$ cat src/hw/rtl/hrf_pkg.sv
// ----------------------------------------------------------------------------
// hrf_pkg
// Shared constants, types and pattern tables for the request framer.
// ----------------------------------------------------------------------------
package hrf_pkg;

   localparam int LENGTH_WIDTH = 32;
   localparam int BODY_LENGTH_WIDTH = 32;
   localparam int NAME_LENGTH = 15;
   localparam int END_LENGTH = 4;

   localparam logic [7:0] CHAR_CR = 8'h0D;
   localparam logic [7:0] CHAR_LF = 8'h0A;
   localparam logic [7:0] CHAR_SPACE = 8'h20;
   localparam logic [7:0] CHAR_TAB = 8'h09;
   localparam logic [7:0] CHAR_ZERO = 8'h30;
   localparam logic [7:0] CHAR_NINE = 8'h39;

   // end of headers: cr lf cr lf, entry 0 first
   localparam logic [END_LENGTH-1:0][7:0] END_PATTERN = {CHAR_LF, CHAR_CR, CHAR_LF, CHAR_CR};

   typedef enum logic [1:0] {
      LP_NAME   = 2'd0,
      LP_SKIP   = 2'd1,
      LP_DIGITS = 2'd2,
      LP_DONE   = 2'd3
   } length_phase_type;

   typedef struct packed {
      logic [7:0]                   out_byte;
      logic                         in_body;
      logic                         last;
      logic [BODY_LENGTH_WIDTH-1:0] body_length;
      logic                         length_saturated;
   } rsp_item_type;

   // "Content-Length:" one character per index
   function automatic logic [7:0] name_char(input logic [3:0] idx);
      logic [7:0] c;
      case (idx)
         4'd0:    c = 8'h43;
         4'd1:    c = 8'h6F;
         4'd2:    c = 8'h6E;
         4'd3:    c = 8'h74;
         4'd4:    c = 8'h65;
         4'd5:    c = 8'h6E;
         4'd6:    c = 8'h74;
         4'd7:    c = 8'h2D;
         4'd8:    c = 8'h4C;
         4'd9:    c = 8'h65;
         4'd10:   c = 8'h6E;
         4'd11:   c = 8'h67;
         4'd12:   c = 8'h74;
         4'd13:   c = 8'h68;
         4'd14:   c = 8'h3A;
         default: c = 8'h00;
      endcase
      return c;
   endfunction

endpackage

$ cat src/hw/rtl/http_request_framer_core.sv
// ----------------------------------------------------------------------------
// http_request_framer_core
// Frames http requests from a byte stream using the content-length header.
//
// Usage: bytes enter on the req_ stream, one per handshake. Every byte comes
// back on the rsp_ stream unchanged, tagged as header or body in tuser, with
// the length parsed so far and tlast on the final byte of each request.
// The header end is the first cr lf cr lf; the first "Content-Length:"
// before it sets how many body bytes follow. After the last byte the
// framer starts over on the next byte.
// Throughput: one byte per cycle while req_tready is high; all per-byte work is one pass of
// matching, a shift-add digit step and a body counter decrement.
// Stall: a two-entry output buffer (output register and skid register)
// keeps req_tready high while one result waits; req_tready drops only
// when both entries are full. No item is lost or repeated.
// Reset: all parse state clears, both output entries empty, next byte is
// the first of a new request.
// ----------------------------------------------------------------------------
module http_request_framer_core (
   input  logic        clock,
   input  logic        reset,
   input  logic        req_tvalid,
   output logic        req_tready,
   input  logic [7:0]  req_tdata,   // [7:0] in_byte
   output logic        rsp_tvalid,
   input  logic        rsp_tready,
   output logic [39:0] rsp_tdata,   // [7:0] out_byte, [39:8] body_length
   output logic [1:0]  rsp_tuser,   // [0] in_body, [1] length_saturated
   output logic        rsp_tlast    // last
);

   localparam int LW = hrf_pkg::LENGTH_WIDTH;
   localparam logic [LW-1:0] LENGTH_MAX = '1;

   // parse state
   logic [1:0]                   end_match_count_ff, end_match_count_in;
   logic [3:0]                   name_match_count_ff, name_match_count_in;
   hrf_pkg::length_phase_type    length_phase_ff, length_phase_in;
   logic [LW-1:0]                parsed_length_ff, parsed_length_in;
   logic                         overflow_seen_ff, overflow_seen_in;
   logic                         body_phase_ff, body_phase_in;
   logic [LW-1:0]                body_remaining_ff, body_remaining_in;

   // output buffer
   logic                         rsp_valid_ff, rsp_valid_in;
   logic                         skid_valid_ff, skid_valid_in;
   hrf_pkg::rsp_item_type        rsp_item_ff, rsp_item_in;
   hrf_pkg::rsp_item_type        skid_item_ff, skid_item_in;

   logic                         req_accept;
   logic                         rsp_accept;
   logic [7:0]                   b;
   logic                         is_blank;
   logic                         is_digit;
   logic [LW+3:0]                digit_ext;
   logic [LW+3:0]                times_ten;
   logic [LW-1:0]                remaining_dec;
   logic [2:0]                   end_next;
   logic                         last_hit;
   hrf_pkg::rsp_item_type        new_item;

   assign req_tready = !skid_valid_ff;
   assign req_accept = req_tvalid && req_tready;
   assign rsp_accept = rsp_valid_ff && rsp_tready;
   assign b = req_tdata;

   assign is_blank = (b == hrf_pkg::CHAR_SPACE) || (b inside {[hrf_pkg::CHAR_TAB:hrf_pkg::CHAR_CR]});
   assign is_digit = b inside {[hrf_pkg::CHAR_ZERO:hrf_pkg::CHAR_NINE]};
   assign digit_ext = (LW+4)'(b - hrf_pkg::CHAR_ZERO);
   assign times_ten = ((LW+4)'(parsed_length_ff) << 3) + ((LW+4)'(parsed_length_ff) << 1)
                      + digit_ext;
   assign remaining_dec = (body_remaining_ff != '0) ? body_remaining_ff - LW'(1)
                                                     : body_remaining_ff;

   // next state
   always_comb begin
      end_match_count_in  = end_match_count_ff;
      name_match_count_in = name_match_count_ff;
      length_phase_in     = length_phase_ff;
      parsed_length_in    = parsed_length_ff;
      overflow_seen_in    = overflow_seen_ff;
      body_phase_in       = body_phase_ff;
      body_remaining_in   = body_remaining_ff;
      end_next            = 3'd0;
      last_hit            = 1'b0;
      if (body_phase_ff) begin
         body_remaining_in = remaining_dec;
         last_hit = (remaining_dec == '0);
      end else begin
         case (length_phase_ff)
            hrf_pkg::LP_NAME: begin
               if (b == hrf_pkg::name_char(name_match_count_ff)) begin
                  if (name_match_count_ff == 4'(hrf_pkg::NAME_LENGTH - 1)) begin
                     length_phase_in = hrf_pkg::LP_SKIP;
                     name_match_count_in = 4'd0;
                  end else begin
                     name_match_count_in = name_match_count_ff + 4'd1;
                  end
               end else begin
                  name_match_count_in = (b == hrf_pkg::name_char(4'd0)) ? 4'd1 : 4'd0;
               end
            end
            hrf_pkg::LP_SKIP, hrf_pkg::LP_DIGITS: begin
               if (length_phase_ff == hrf_pkg::LP_SKIP && is_blank) begin
                  length_phase_in = length_phase_ff;
               end else if (is_digit) begin
                  length_phase_in = hrf_pkg::LP_DIGITS;
                  if (times_ten[LW+3:LW] != 4'd0) begin
                     parsed_length_in = LENGTH_MAX;
                     overflow_seen_in = 1'b1;
                  end else begin
                     parsed_length_in = times_ten[LW-1:0];
                  end
               end else begin
                  length_phase_in = hrf_pkg::LP_DONE;
               end
            end
            default: begin
               length_phase_in = length_phase_ff;
            end
         endcase
         if (b == hrf_pkg::END_PATTERN[end_match_count_ff]) begin
            end_next = {1'b0, end_match_count_ff} + 3'd1;
         end else begin
            end_next = (b == hrf_pkg::CHAR_CR) ? 3'd1 : 3'd0;
         end
         if (end_next == 3'(hrf_pkg::END_LENGTH)) begin
            end_match_count_in = 2'd0;
            body_phase_in = 1'b1;
            body_remaining_in = parsed_length_in;
            last_hit = (parsed_length_in == '0);
         end else begin
            end_match_count_in = end_next[1:0];
         end
      end
   end

   // result item
   always_comb begin
      new_item.out_byte         = b;
      new_item.in_body          = body_phase_ff;
      new_item.last             = last_hit;
      new_item.body_length      = hrf_pkg::BODY_LENGTH_WIDTH'(parsed_length_in);
      new_item.length_saturated = overflow_seen_in;
   end

   // output register and skid register
   always_comb begin
      rsp_valid_in  = rsp_valid_ff;
      skid_valid_in = skid_valid_ff;
      rsp_item_in   = rsp_item_ff;
      skid_item_in  = skid_item_ff;
      if (rsp_accept) begin
         if (skid_valid_ff) begin
            rsp_item_in = skid_item_ff;
            skid_valid_in = 1'b0;
         end else if (req_accept) begin
            rsp_item_in = new_item;
         end else begin
            rsp_valid_in = 1'b0;
         end
      end else if (req_accept) begin
         if (!rsp_valid_ff) begin
            rsp_item_in = new_item;
            rsp_valid_in = 1'b1;
         end else begin
            skid_item_in = new_item;
            skid_valid_in = 1'b1;
         end
      end
   end

   always_ff @(posedge clock) begin
      if (reset) begin
         end_match_count_ff  <= 2'd0;
         name_match_count_ff <= 4'd0;
         length_phase_ff     <= hrf_pkg::LP_NAME;
         parsed_length_ff    <= '0;
         overflow_seen_ff    <= 1'b0;
         body_phase_ff       <= 1'b0;
         body_remaining_ff   <= '0;
         rsp_valid_ff        <= 1'b0;
         skid_valid_ff       <= 1'b0;
      end else begin
         rsp_valid_ff  <= rsp_valid_in;
         skid_valid_ff <= skid_valid_in;
         if (req_accept) begin
            if (last_hit) begin
               end_match_count_ff  <= 2'd0;
               name_match_count_ff <= 4'd0;
               length_phase_ff     <= hrf_pkg::LP_NAME;
               parsed_length_ff    <= '0;
               overflow_seen_ff    <= 1'b0;
               body_phase_ff       <= 1'b0;
               body_remaining_ff   <= '0;
            end else begin
               end_match_count_ff  <= end_match_count_in;
               name_match_count_ff <= name_match_count_in;
               length_phase_ff     <= length_phase_in;
               parsed_length_ff    <= parsed_length_in;
               overflow_seen_ff    <= overflow_seen_in;
               body_phase_ff       <= body_phase_in;
               body_remaining_ff   <= body_remaining_in;
            end
         end
      end
   end

   always_ff @(posedge clock) begin
      rsp_item_ff  <= rsp_item_in;
      skid_item_ff <= skid_item_in;
   end

   assign rsp_tvalid = rsp_valid_ff;
   assign rsp_tdata  = {rsp_item_ff.body_length, rsp_item_ff.out_byte};
   assign rsp_tuser  = {rsp_item_ff.length_saturated, rsp_item_ff.in_body};
   assign rsp_tlast  = rsp_item_ff.last;

   // skid entry is only used behind a full output register
   assert property (@(posedge clock) disable iff (reset) skid_valid_ff |-> rsp_valid_ff)
      else $error("skid entry valid while output register empty");

   // a request in its body always has bytes left to count
   assert property (@(posedge clock) disable iff (reset)
      body_phase_ff |-> (parsed_length_ff != '0) && (body_remaining_ff != '0))
      else $error("body phase with zero length or nothing remaining");

   // saturation pins the length at its maximum
   assert property (@(posedge clock) disable iff (reset)
      overflow_seen_ff |-> (parsed_length_ff == LENGTH_MAX))
      else $error("overflow flag set without clamped length");

   // name matching never holds a completed match
   assert property (@(posedge clock) disable iff (reset)
      name_match_count_ff != 4'(hrf_pkg::NAME_LENGTH))
      else $error("name match counter reached pattern length");

endmodule
$ cat config.mk
export PLATFORM = sky130hd
export DESIGN_NAME = http_request_framer_core
export DESIGN_NICKNAME = d
export VERILOG_FILES = /design/src/hw/rtl/hrf_pkg.sv /design/src/hw/rtl/http_request_framer_core.sv
export SDC_FILE = /design/constraint.sdc
export NUM_CORES = 1
export LEC_CHECK = 0
export BUFFER_PORTS_ARGS = -buffer_cell sky130_fd_sc_hd__buf_2
export CAP_MARGIN = 20
export CORE_AREA = 10 10 166 168
export CTS_CLUSTER_SIZE = 20
export DETAILED_ROUTE_END_ITERATION = 10
export DIE_AREA = 0 0 176 178
export PLACE_DENSITY = 0.77
export RECOVER_POWER = 25
export SLEW_MARGIN = 30
export SYNTH_ARGS = -nofsm -noshare
export SYNTH_HDL_FRONTEND = slang
export SYNTH_SLANG_ARGS = --single-unit
$ cat constraint.sdc
create_clock -name clock -period 8.15 [get_ports clock]
set_input_delay 0.815 -clock clock [delete_from_list [all_inputs] [get_ports clock]]
set_output_delay 0.815 -clock clock [all_outputs]
set_load 0.03 [all_outputs]
==> load_flow_metrics.sql, run 1 <==
INSERT INTO impl_metrics (metric_group, metric, value, unit) VALUES
('critical_path', 'crit_path_start_kind', 'input pin', ''),
('clock_network', 'clock_tree_from_tritoncts', 'built', ''),
('timing', 'worst_slew_pin_slew', '4.04', 'ns'),
('final_layout', 'nFillCells', '2238', ''),
('logic_synthesis', 'netlist_instances', '1358', ''),
('final_layout', 'drive_gt1_share', '9.92', '%'),
('drt', 'vias', '11100', ''),
('drt', 'postRouteAntennaNets', '0', ''),
('clock_network', 'cts.sinks', '169', ''),
('die', 'initial_utilization', '49.2', '%'),
('clock_network', 'worstSkewPairLatency', '0.44', 'ns'),
('drt', 'wl_met3', '3100', 'µm'),
('clock_network', 'clock_tree.root_cell', 'sky130_fd_sc_hd__clkbuf_16', ''),
('drt', 'met1_length', '15900', 'µm'),
('global_route', 'first_global_vias', '10300', ''),
('drt', 'drt-wirelength-per-cell', '22.2', 'µm'),
('timing', 'timing.final.crit_period', '7.45', 'ns'),
('place', 'place.detailed.hpwl', '28100', 'µm'),
('timing', 'final_min_period_over_clock_period', '91.4', '%'),
('logic_synthesis', 'synth_edf_count', '86', ''),
('critical_path', 'critical_path_required', '8.48', 'ns'),
('min_path', 'hold_class', 'reg2reg', ''),
('critical_path', 'class_of_the_most_critical_setup_path', 'in2reg', ''),
('clock_network', 'cts_htree_levels', '4', ''),
('die', 'chipHeight', '178', 'µm'),
('logic_synthesis', 'postSynthRegisterBits', '169', ''),
('run', 'max-cap-violations', '3', ''),
('clock_network', 'post_cts_sizing', '0', ''),
('final_layout', 'fin_area', '13000', 'µm²'),
('die', 'core_region_area', '24100', 'µm²'),
('timing', 'rsz0062_at_grt', 'false', ''),
('drt', 'top_layer_used', 'met4', ''),
('logic_synthesis', 'synth_area_per_cell', '8.74', 'µm²'),
('logic_synthesis', 'dominant_synthesized_flop_cell', 'sky130_fd_sc_hd__edfxtp_1', ''),
('pwr', 'report.power.total', '1950', 'µW'),
('drt', 'drtPass1Iterations', '8', ''),
('drt', 'met2_routed_wl', '17800', 'µm'),
('logic_synthesis', 'synthDominantAreaCellType', 'sky130_fd_sc_hd__edfxtp_1', ''),
('pwr', 'cellPowerDensity', '150', 'nW/µm²'),
('logic_synthesis', 'async_s_r_ff_share_synth', '0', '%'),
('pwr', 'p_leak', '0.00500', 'µW'),
('place', 'postPlaceCellArea', '12500', 'µm²'),
('final_layout', 'area.growth.synth_to_final', '9.71', '%'),
('outcome', 'failed_checks', 'capacitance limit, slew limit', ''),
('die', 'die_x', '176', 'µm'),
('logic_synthesis', 'yosys_warnings', '0', ''),
('global_route', 'grt-ovfl-total', '0', ''),
('clock_network', 'cts_max_path_buffers', '2', ''),
('critical_path', 'timing.critical_path.fanout_max', '21', ''),
('final_layout', 'sequential_cell_area', '4240', 'µm²'),
('die', 'die_area', '31300', 'µm²'),
('timing', 'hold_violations', '0', ''),
('pwr', 'ir_worst_vdd', '0.157', 'mV'),
('global_route', 'grt_max_degree', '84', ''),
('outcome', 'run_status', 'finished, violations left', ''),
('final_layout', 'num_antenna_cells', '0', ''),
('global_route', 'wire_length_of_the_first_global_routing_pass', '59200', 'µm'),
('place', 'io_buffers', '56', ''),
('clock_network', 'holdBufCountCts', '0', ''),
('final_layout', 'final_net_count', '1472', ''),
('drt', 'drt-vias-per-instance', '6.45', ''),
('drt', 'detail_route.iter0.violations', '1470', ''),
('timing', 'fin_skew', '0.0154', 'ns'),
('drt', 'drcViolationCount', '0', ''),
('timing', 'fmaxAchievable', '134', 'MHz'),
('logic_synthesis', 'ys_top_cells_by_area', 'sky130_fd_sc_hd__edfxtp_1, sky130_fd_sc_hd__dfxtp_1, sky130_fd_sc_hd__a21oi_1', ''),
('logic_synthesis', 'synthDistinctLibCells', '77', ''),
('timing', 'report.final.slew_viol_count', '183', ''),
('logic_synthesis', 'synth_top_area_share', '21.8', '%'),
('clock_network', 'tritoncts.num_buffers', '17', ''),
('clock_network', 'post-cts-setup-buffers', '0', '');
==> sequential cells by signal (all words and copies together) (netlist names), named ones only <==
signal	cells
body_phase_ff	1
body_remaining_ff	32
end_match_count_ff	2
length_phase_ff	2
name_match_count_ff	4
overflow_seen_ff	1
parsed_length_ff	32
rsp_tdata	40
rsp_tlast	1
rsp_tuser	2
rsp_tvalid	1
skid_item_ff	43
skid_valid_ff	1
==> path summary, 6_finish.rpt <==
check | from | to | cells past startpoint
worst max register to register | parsed_length_ff[0]$_SDFFE_PP0P_ | flip-flop | 21
worst min register to register | length_phase_ff[1]$_SDFFE_PP0P_ | length_phase_ff[1]$_SDFFE_PP0P_ | 2
worst max-delay path | req_tdata[4] | flip-flop | 25
worst min-delay path | length_phase_ff[1]$_SDFFE_PP0P_ | length_phase_ff[1]$_SDFFE_PP0P_ | 2
==> area by class of cell <==
cell class / count / share of cell area (%)
Multi-Input combinational cell: 1049 / 54.7
Inverter: 52 / 1.50
Tap cell: 324 / 3.11
Clock inverter: 15 / 1.37
Clock buffer: 17 / 3.27
Timing Repair Buffer: 89 / 3.42
Sequential cell: 169 / 32.6
==> stage by stage <==
step           hold slack (ns)  setup WS [ns]  cells  utilization (%)
3_3_place_gp             0.444          0.690   1683             51.9
6_report                 0.462          0.699   1715             54.0
2_1_floorplan            0.428           1.06   1358                -
4_1_cts                  0.464          0.981   1715             54.4
3_5_place_dp             0.455          0.566   1683             51.9
5_1_grt                  0.502          0.186   1715             54.0
==> cells by family (layout without fill, tap and decap cells) <==
group	count (synthesis)	count (layout)	synth area share (%)
xor+xnor	46	46	3.39
compound gates	380	380	20.4
mux	56	56	5.24
simple gates	485	485	20.1
buf+inv	140	173	4.48
flops	169	169	35.8
fa+ha+maj	82	82	10.6
==> worst max-delay path, cell delays in order <==
cell	delay [ns]
sky130_fd_sc_hd__clkbuf_1	0.15
sky130_fd_sc_hd__ha_1	0.28
sky130_fd_sc_hd__or3_1	0.50
sky130_fd_sc_hd__inv_1	0.39
sky130_fd_sc_hd__buf_4	0.25
sky130_fd_sc_hd__fa_1	0.44
sky130_fd_sc_hd__ha_1	0.46
sky130_fd_sc_hd__and4_1	0.37
sky130_fd_sc_hd__and4_1	0.25
sky130_fd_sc_hd__o211ai_1	0.22
sky130_fd_sc_hd__a31oi_1	0.28
sky130_fd_sc_hd__o22ai_1	0.16
sky130_fd_sc_hd__xor2_1	0.38
sky130_fd_sc_hd__nand2_1	0.21
sky130_fd_sc_hd__buf_4	0.27
sky130_fd_sc_hd__a2111oi_0	0.41
sky130_fd_sc_hd__and4_1	0.45
sky130_fd_sc_hd__a21oi_4	0.12
sky130_fd_sc_hd__o21ai_0	0.16
sky130_fd_sc_hd__a21oi_1	0.23
sky130_fd_sc_hd__inv_1	0.20
sky130_fd_sc_hd__ha_1	0.27
sky130_fd_sc_hd__inv_1	0.07
sky130_fd_sc_hd__o31ai_1	0.07
sky130_fd_sc_hd__a32o_1	0.37
==> synth_stat cells (16+ instances only) <==
cell type                  number
sky130_fd_sc_hd__a21oi_1      147
sky130_fd_sc_hd__nand2_1      135
sky130_fd_sc_hd__nor2_1       129
sky130_fd_sc_hd__edfxtp_1      86
sky130_fd_sc_hd__dfxtp_1       83
sky130_fd_sc_hd__clkbuf_1      77
sky130_fd_sc_hd__o21ai_0       61
sky130_fd_sc_hd__nand3_1       57
sky130_fd_sc_hd__inv_1         52
sky130_fd_sc_hd__ha_1          51
sky130_fd_sc_hd__mux2_2        49
sky130_fd_sc_hd__nor3_1        38
sky130_fd_sc_hd__fa_1          31
sky130_fd_sc_hd__xor2_1        30
sky130_fd_sc_hd__nand4_1       24
sky130_fd_sc_hd__o211ai_1      22
sky130_fd_sc_hd__a21o_1        18
sky130_fd_sc_hd__a211oi_1      16
sky130_fd_sc_hd__or3_1         16
sky130_fd_sc_hd__xnor2_1       16
==> cells in the final DEF, fill, tap and decap left out, types with 24 or more instances in the layout <==
cell type                  Yosys  final
sky130_fd_sc_hd__nor3_1       38     38
sky130_fd_sc_hd__ha_1         51     51
sky130_fd_sc_hd__nand2_1     135    135
sky130_fd_sc_hd__nor2_1      129    126
sky130_fd_sc_hd__fa_1         31     31
sky130_fd_sc_hd__mux2_2       49     49
sky130_fd_sc_hd__edfxtp_1     86     86
sky130_fd_sc_hd__inv_1        52     52
sky130_fd_sc_hd__clkbuf_1     77     58
sky130_fd_sc_hd__xor2_1       30     30
sky130_fd_sc_hd__a21oi_1     147    147
sky130_fd_sc_hd__o21ai_0      61     60
sky130_fd_sc_hd__nand3_1      57     57
sky130_fd_sc_hd__nand4_1      24     24
sky130_fd_sc_hd__dfxtp_1      83     83
sky130_fd_sc_hd__buf_4         0     29
==> layer usage <==
layer	global-route usage, %	vias to the layer above
met2	38.7	565
met3	4.59	89
li1	-	5069
met1	31.3	5337
met5	0	-
met4	7.45	0
==> power breakdown <==
group          switching, µW  internal [µW]
registers               7.81            918
clock network            402            414
logic                    159           47.1
No activity file was read; power rests on OpenSTA's default activity.
==> inputs of run 2 (changes only) <==
--- a/config.mk
+++ b/config.mk
@@ -11,7 +11,7 @@
 export CTS_CLUSTER_SIZE = 20
 export DETAILED_ROUTE_END_ITERATION = 10
 export DIE_AREA = 0 0 176 178
-export PLACE_DENSITY = 0.77
+export PLACE_DENSITY = 0.68
 export RECOVER_POWER = 25
 export SLEW_MARGIN = 30
 export SYNTH_ARGS = -nofsm -noshare
==> constraint.sdc (replaced) <==
create_clock -name clock -period 7.9 [get_ports clock]
set_input_delay 0.79 -clock clock [delete_from_list [all_inputs] [get_ports clock]]
set_output_delay 0.79 -clock clock [all_outputs]
set_load 0.03 [all_outputs]
==> load_flow_metrics.sql, run 2 (same netlist as run 1, synthesis figures left out) <==
INSERT INTO impl_metrics (metric_group, metric, value, unit) VALUES
('clock_network', 'holdBufCountCts', '0', ''),
('global_route', 'antenna_found_initial', '0', ''),
('global_route', 'grt.total_usage', '23.9', '%'),
('drt', 'routed_wl', '38400', 'µm'),
('clock_network', 'worstSkewPairLatency', '0.44', 'ns'),
('final_layout', 'final_core_util', '54.1', '%'),
('pwr', 'clkPwrFrac', '41.9', '%'),
('drt', 'wl_met3', '2880', 'µm'),
('outcome', 'failed_checks', 'capacitance limit, slew limit', ''),
('global_route', 'wire_length_of_the_first_global_routing_pass', '59500', 'µm'),
('clock_network', 'cts_max_path_buffers', '2', ''),
('clock_network', 'cts.sinks', '169', ''),
('final_layout', 'drive_gt1_share', '10.0', '%'),
('die', 'die_area', '31300', 'µm²'),
('timing', 'final_min_period_over_clock_period', '93.2', '%'),
('global_route', 'grt_max_degree', '75', ''),
('critical_path', 'critical_path_required', '8.23', 'ns'),
('drt', 'drt-wirelength-per-cell', '22.3', 'µm'),
('place', 'postPlaceCellArea', '12600', 'µm²'),
('place', 'place.detailed.hpwl', '28200', 'µm'),
('die', 'chipHeight', '178', 'µm'),
('drt', 'drcViolationCount', '0', ''),
('die', 'core_region_area', '24100', 'µm²'),
('pwr', 'p_leak', '0.00501', 'µW'),
('pwr', 'combPwrFrac', '10.6', '%'),
('die', 'die_x', '176', 'µm'),
('clock_network', 'cts_htree_levels', '4', ''),
('critical_path', 'class_of_the_most_critical_setup_path', 'in2reg', ''),
('die', 'floorplan.rows', '57', ''),
('critical_path', 'crit_arrival', '7.69', 'ns'),
('final_layout', 'nFillCells', '2263', ''),
('final_layout', 'fin_area', '13100', 'µm²'),
('pwr', 'ir_worst_vdd', '0.123', 'mV'),
('timing', 'hold_violations', '0', ''),
('clock_network', 'post_cts_sizing', '0', ''),
('min_path', 'hold_class', 'reg2reg', ''),
('critical_path', 'timing.critical_path.to_type', 'flip-flop', ''),
('pwr', 'cellPowerDensity', '154', 'nW/µm²'),
('critical_path', 'crit_path_start_kind', 'input pin', ''),
('global_route', 'grt-ovfl-total', '0', ''),
('clock_network', 'clock_tree_from_tritoncts', 'built', ''),
('drt', 'drtPass1Iterations', '5', ''),
('clock_network', 'cts.clk_slew.worst_paths', '0.07', 'ns'),
('timing', 'timing.final.setup_violations', '0', ''),
('final_layout', 'area.growth.synth_to_final', '9.94', '%'),
('drt', 'postRouteAntennaNets', '0', ''),
('timing', 'rsz0062_at_grt', 'false', ''),
('place', 'place.gp.congestion', '0.972', ''),
('drt', 'detail_route.iter0.violations', '1161', ''),
('final_layout', 'num_antenna_cells', '0', ''),
('die', 'top_level_ports', '57', ''),
('run', 'max-cap-violations', '4', ''),
('place', 'io_buffers', '56', ''),
('clock_network', 'clock_tree.root_cell', 'sky130_fd_sc_hd__clkbuf_16', ''),
('drt', 'met1_length', '16700', 'µm'),
('final_layout', 'largest_register_ffs', '43', ''),
('timing', 'worst_slew_pin_slew', '3.78', 'ns'),
('clock_network', 'post-cts-setup-buffers', '0', ''),
('clock_network', 'tritoncts.num_buffers', '17', ''),
('timing', 'relSlewSlack', '-152', '%'),
('final_layout', 'final_net_count', '1475', ''),
('drt', 'met2_routed_wl', '17300', 'µm'),
('drt', 'drt-vias-per-instance', '6.37', ''),
('pwr', 'share_seq_of_total_power', '47.4', '%'),
('timing', 'fmaxAchievable', '136', 'MHz'),
('final_layout', 'layout.cells.most_common', 'sky130_fd_sc_hd__a21oi_1', ''),
('final_layout', 'mostFrequentLayoutCells', 'sky130_fd_sc_hd__a21oi_1, sky130_fd_sc_hd__nand2_1, sky130_fd_sc_hd__nor2_1, sky130_fd_sc_hd__edfxtp_1, sky130_fd_sc_hd__dfxtp_1', ''),
('final_layout', 'registers.top_by_ff_count', 'skid_item_ff', ''),
('global_route', 'first_global_vias', '10200', ''),
('timing', 'fin_setup_tns', '0', 'ns'),
('pwr', 'internal_power_summed_over_all_cells', '1420', 'µW'),
('die', 'initial_utilization', '49.2', '%'),
('critical_path', 'timing.critical_path.fanout_max', '11', ''),
('pwr', 'total_switching_power', '590', 'µW'),
('timing', 'timing.final.crit_period', '7.36', 'ns'),
('timing', 'fin_skew', '0.0152', 'ns'),
('outcome', 'run_status', 'finished, violations left', ''),
('pwr', 'power.switching_fraction', '29.3', '%'),
('drt', 'vias', '10900', ''),
('timing', 'report.final.slew_viol_count', '205', ''),
('drt', 'top_layer_used', 'met4', '');
run 2: cell count changes in the layout (fill, tap and decap cells not counted), sizes merged:
cell | previous run | this run
buf | 31 | 32
clkbuf | 75 | 77
clkinvlp | 2 | 1
inv | 58 | 59
run 2: critical path: stages:
cell and delay [ns]:
sky130_fd_sc_hd__clkbuf_1 0.14, sky130_fd_sc_hd__ha_1 0.28, sky130_fd_sc_hd__or3_1 0.51, sky130_fd_sc_hd__inv_1 0.46, sky130_fd_sc_hd__buf_4 0.29, sky130_fd_sc_hd__fa_1 0.43
sky130_fd_sc_hd__ha_1 0.45, sky130_fd_sc_hd__a21oi_1 0.39, sky130_fd_sc_hd__o21ai_0 0.20, sky130_fd_sc_hd__a221o_1 0.47, sky130_fd_sc_hd__or4_1 0.52, sky130_fd_sc_hd__a31oi_1 0.22
sky130_fd_sc_hd__a31oi_1 0.13, sky130_fd_sc_hd__a2111oi_0 0.40, sky130_fd_sc_hd__and4_1 0.44, sky130_fd_sc_hd__a21oi_4 0.10, sky130_fd_sc_hd__buf_4 0.17, sky130_fd_sc_hd__o21ai_0 0.13
sky130_fd_sc_hd__a21oi_1 0.22, sky130_fd_sc_hd__inv_1 0.20, sky130_fd_sc_hd__ha_1 0.27, sky130_fd_sc_hd__a31o_2 0.22, sky130_fd_sc_hd__a32o_1 0.25
run 2: final timing paths:
check | slack [ns] | depth (start not counted) | start | to
max | 0.54 | 23 | req_tdata[4] | flip-flop
max reg2reg | 1.69 | 20 | parsed_length_ff[0]$_SDFFE_PP0P_ | flip-flop
min reg2reg | 0.46 | 2 | length_phase_ff[1]$_SDFFE_PP0P_ | length_phase_ff[1]$_SDFFE_PP0P_
min | 0.46 | 2 | length_phase_ff[1]$_SDFFE_PP0P_ | length_phase_ff[1]$_SDFFE_PP0P_
run 2: power groups by stage:
stage / combinational (µW) / sequential [µW] / clock (µW)
finish: 214 / 955 / 845
global route: 229 / 958 / 888
CTS: 222 / 955 / 856
detailed placement: 221 / 974 / 0
global placement: 220 / 973 / 0
floorplan: 104 / 1010 / 0
run 2: stage by stage:
stage	hold slack, ns	setup WS (ns)	instances	power [µW]
2_1_floorplan	0.428	0.839	1358	1120
3_3_place_gp	0.442	0.485	1686	1190
3_5_place_dp	0.452	0.343	1686	1190
4_1_cts	0.462	0.783	1718	2030
5_1_grt	0.500	0.219	1718	2070
6_report	0.459	0.539	1718	2010
run 2: area by class of cell:
| cell class | count | area [µm²] | share of cell area (%) |
|---|---|---|---|
| Clock inverter | 15 | 175 | 1.34 |
| Inverter | 52 | 195 | 1.50 |
| Timing Repair Buffer | 92 | 463 | 3.55 |
| Tap cell | 324 | 405 | 3.11 |
| Multi-Input combinational cell | 1049 | 7140 | 54.7 |
| Clock buffer | 17 | 425 | 3.26 |
| Sequential cell | 169 | 4240 | 32.5 |
run 2: metal layers:
layer	vias up	GRT usage, %
met5	-	0
met2	519	37.0
li1	5081	-
met3	95	4.74
met4	0	9.54
met1	5241	32.3
==> inputs of run 3 (changes only) <==
--- a/config.mk
+++ b/config.mk
@@ -7,10 +7,10 @@
 export LEC_CHECK = 0
 export BUFFER_PORTS_ARGS = -buffer_cell sky130_fd_sc_hd__buf_2
 export CAP_MARGIN = 20
-export CORE_AREA = 10 10 166 168
+export CORE_AREA = 3 3 159 161
 export CTS_CLUSTER_SIZE = 20
 export DETAILED_ROUTE_END_ITERATION = 10
-export DIE_AREA = 0 0 176 178
+export DIE_AREA = 0 0 162 164
 export PLACE_DENSITY = 0.68
 export RECOVER_POWER = 25
 export SLEW_MARGIN = 30
==> load_flow_metrics.sql, run 3 (same netlist as run 1, synthesis figures left out) <==
INSERT INTO impl_metrics (metric_group, metric, value, unit) VALUES
('outcome', 'run_status', 'finished, violations left', ''),
('outcome', 'failed_checks', 'capacitance limit, slew limit', ''),
('drt', 'drtPass1Iterations', '6', ''),
('critical_path', 'crit_path_start_kind', 'input pin', ''),
('drt', 'detail_route.iter0.violations', '1126', ''),
('timing', 'worst_slew_pin_slew', '3.85', 'ns'),
('drt', 'drt-wirelength-per-cell', '21.7', 'µm'),
('drt', 'drcViolationCount', '0', ''),
('clock_network', 'post_cts_sizing', '0', ''),
('clock_network', 'cts.sinks', '169', ''),
('critical_path', 'timing.critical_path.to_type', 'flip-flop', ''),
('critical_path', 'worstPathCellList', 'clkbuf_1 > ha_1 > or3_1 > inv_1 > fa_1 > ha_1 > a21oi_1 > o21ai_0 > a221o_1 > or2_1 > xor2_1 > a2111oi_0 > buf_4 > a41oi_1 > a2111oi_0 > and4_1 > a21oi_4 > a221o_1 > nand2_1 > ha_1 > a31o_2 > a32o_1', ''),
('final_layout', 'mostFrequentLayoutCells', 'sky130_fd_sc_hd__a21oi_1, sky130_fd_sc_hd__nand2_1, sky130_fd_sc_hd__nor2_1, sky130_fd_sc_hd__edfxtp_1, sky130_fd_sc_hd__dfxtp_1', ''),
('timing', 'fin_ws', '0.505', 'ns'),
('pwr', 'cellPowerDensity', '156', 'nW/µm²'),
('timing', 'fin_skew', '0.0132', 'ns'),
('die', 'chipHeight', '164', 'µm'),
('final_layout', 'area.growth.synth_to_final', '9.56', '%'),
('clock_network', 'worstSkewPairLatency', '0.44', 'ns'),
('place', 'place.detailed.hpwl', '27300', 'µm'),
('global_route', 'grt-ovfl-total', '0', ''),
('clock_network', 'post-cts-setup-buffers', '0', ''),
('timing', 'final_min_period_over_clock_period', '93.6', '%'),
('die', 'initial_utilization', '49.2', '%'),
('timing', 'relSlewSlack', '-157', '%'),
('drt', 'vias', '10700', ''),
('min_path', 'hold_class', 'reg2reg', ''),
('final_layout', 'nFillCells', '2341', ''),
('die', 'die_x', '162', 'µm'),
('critical_path', 'timing.critical_path.fanout_max', '10', ''),
('final_layout', 'num_antenna_cells', '0', ''),
('timing', 'report.final.slew_viol_count', '263', ''),
('global_route', 'first_global_vias', '9940', ''),
('drt', 'drt-vias-per-instance', '6.26', ''),
('final_layout', 'final_net_count', '1470', ''),
('run', 'max-cap-violations', '5', ''),
('timing', 'fin_setup_tns', '0', 'ns'),
('clock_network', 'tritoncts.num_buffers', '17', ''),
('clock_network', 'clock_tree.root_cell', 'sky130_fd_sc_hd__clkbuf_16', ''),
('pwr', 'ir_worst_vdd', '0.131', 'mV'),
('clock_network', 'holdBufCountCts', '0', ''),
('die', 'die_area', '26600', 'µm²'),
('drt', 'routed_wl', '37200', 'µm'),
('clock_network', 'clock_tree_from_tritoncts', 'built', ''),
('final_layout', 'layout.cells.most_common', 'sky130_fd_sc_hd__a21oi_1', ''),
('final_layout', 'largest_register_ffs', '43', ''),
('timing', 'fmaxAchievable', '135', 'MHz'),
('drt', 'postRouteAntennaNets', '0', ''),
('global_route', 'antenna_found_initial', '0', ''),
('final_layout', 'registers.top_by_ff_count', 'skid_item_ff', ''),
('global_route', 'grt_max_degree', '79', ''),
('timing', 'timing.final.setup_violations', '0', ''),
('pwr', 'p_leak', '0.00499', 'µW'),
('critical_path', 'class_of_the_most_critical_setup_path', 'in2reg', ''),
('die', 'floorplan.rows', '57', ''),
('place', 'place.gp.congestion', '0.953', ''),
('global_route', 'grt.total_usage', '27.9', '%'),
('timing', 'rsz0062_at_grt', 'false', ''),
('global_route', 'wire_length_of_the_first_global_routing_pass', '58300', 'µm'),
('final_layout', 'drive_gt1_share', '9.79', '%'),
('timing', 'timing.final.crit_period', '7.40', 'ns'),
('place', 'dp_worst_setup_slack', '0.176', 'ns'),
('critical_path', 'crit_arrival', '7.73', 'ns'),
('timing', 'hold_violations', '0', ''),
('critical_path', 'critPathBufInv', '3', ''),
('clock_network', 'cts_htree_levels', '4', ''),
('die', 'top_level_ports', '57', ''),
('critical_path', 'critical_path.max_stage_delay', '0.52', 'ns'),
('critical_path', 'critical_path_required', '8.23', 'ns'),
('critical_path', 'cell_class_contributing_the_biggest_share_of_worst_path_delay', 'compound AO/OA/AOI/OAI gates', ''),
('clock_network', 'cts_max_path_buffers', '2', ''),
('critical_path', 'crit_top_cell', 'sky130_fd_sc_hd__ha_1', ''),
('clock_network', 'cts.clk_slew.worst_paths', '0.07', 'ns'),
('die', 'core_region_area', '24100', 'µm²'),
('critical_path', 'cpMaxStageDelayCell', 'sky130_fd_sc_hd__fa_1', ''),
('place', 'io_buffers', '56', '');
[run 3: cell count changes in the layout (fill, tap and decap cells not counted), sizes merged]
cell and change:
clkinv -3, clkinvlp +1, clkbuf -1, inv +1, buf -4, bufinv +1
[run 3: through the flow]
stage               total power [µW]  util, %  cell area (µm²)  hold slack, ns  instances
finish                          2030     53.9            13000           0.457       1713
global route                    2080     53.9            13000           0.490       1713
CTS                             2040     54.4            13100           0.457       1713
detailed placement              1190     51.9            12500           0.446       1681
global placement                1190     51.9            12500           0.443       1681
floorplan                       1120        -            11900           0.428       1358
[run 3: routing by layer]
metal / up-vias / wire length [µm] / track usage [%]
met5: - / 0 / 0
met1: 5159 / 16800 / 40.3
li1: 5071 / - / -
met2: 412 / 17000 / 44.0
met3: 78 / 2320 / 3.58
met4: 0 / 1110 / 8.53
[run 3: worst paths after layout]
kind	from	cells past startpoint	slack [ns]	to
max	req_tdata[4]	22	0.50	flip-flop
min	length_phase_ff[1]$_SDFFE_PP0P_	2	0.46	length_phase_ff[1]$_SDFFE_PP0P_
max reg2reg	skid_valid_ff$_SDFFE_PP0P_	6	1.22	skid_item_ff[21]$_DFFE_PP_
min reg2reg	length_phase_ff[1]$_SDFFE_PP0P_	2	0.46	length_phase_ff[1]$_SDFFE_PP0P_
[run 3: cell type report]
type	instances	area (µm²)	share of cell area, %
clock buffer	17	425	3.27
multi-input combinational	1049	7130	54.8
clock inverter	15	175	1.35
sequential	169	4240	32.6
inverter	52	195	1.50
tap	324	405	3.12
timing repair buffer	87	427	3.28
[run 3: power by group]
group          switching (µW)  total, µW  internal (µW)
Clock                     408        861            453
Combinational             164        212           48.7
Sequential               7.91        955            947
[run 3: worst reg2reg max path, cell delays in order, from the launching register on]
cell and delay, ns:
sky130_fd_sc_hd__dfxtp_1 0.36, sky130_fd_sc_hd__nor2b_1 0.12, sky130_fd_sc_hd__clkbuf_1 1.68, sky130_fd_sc_hd__inv_1 0.45, sky130_fd_sc_hd__clkbuf_1 1.01, sky130_fd_sc_hd__nor3_1 0.71
sky130_fd_sc_hd__clkbuf_1 1.89
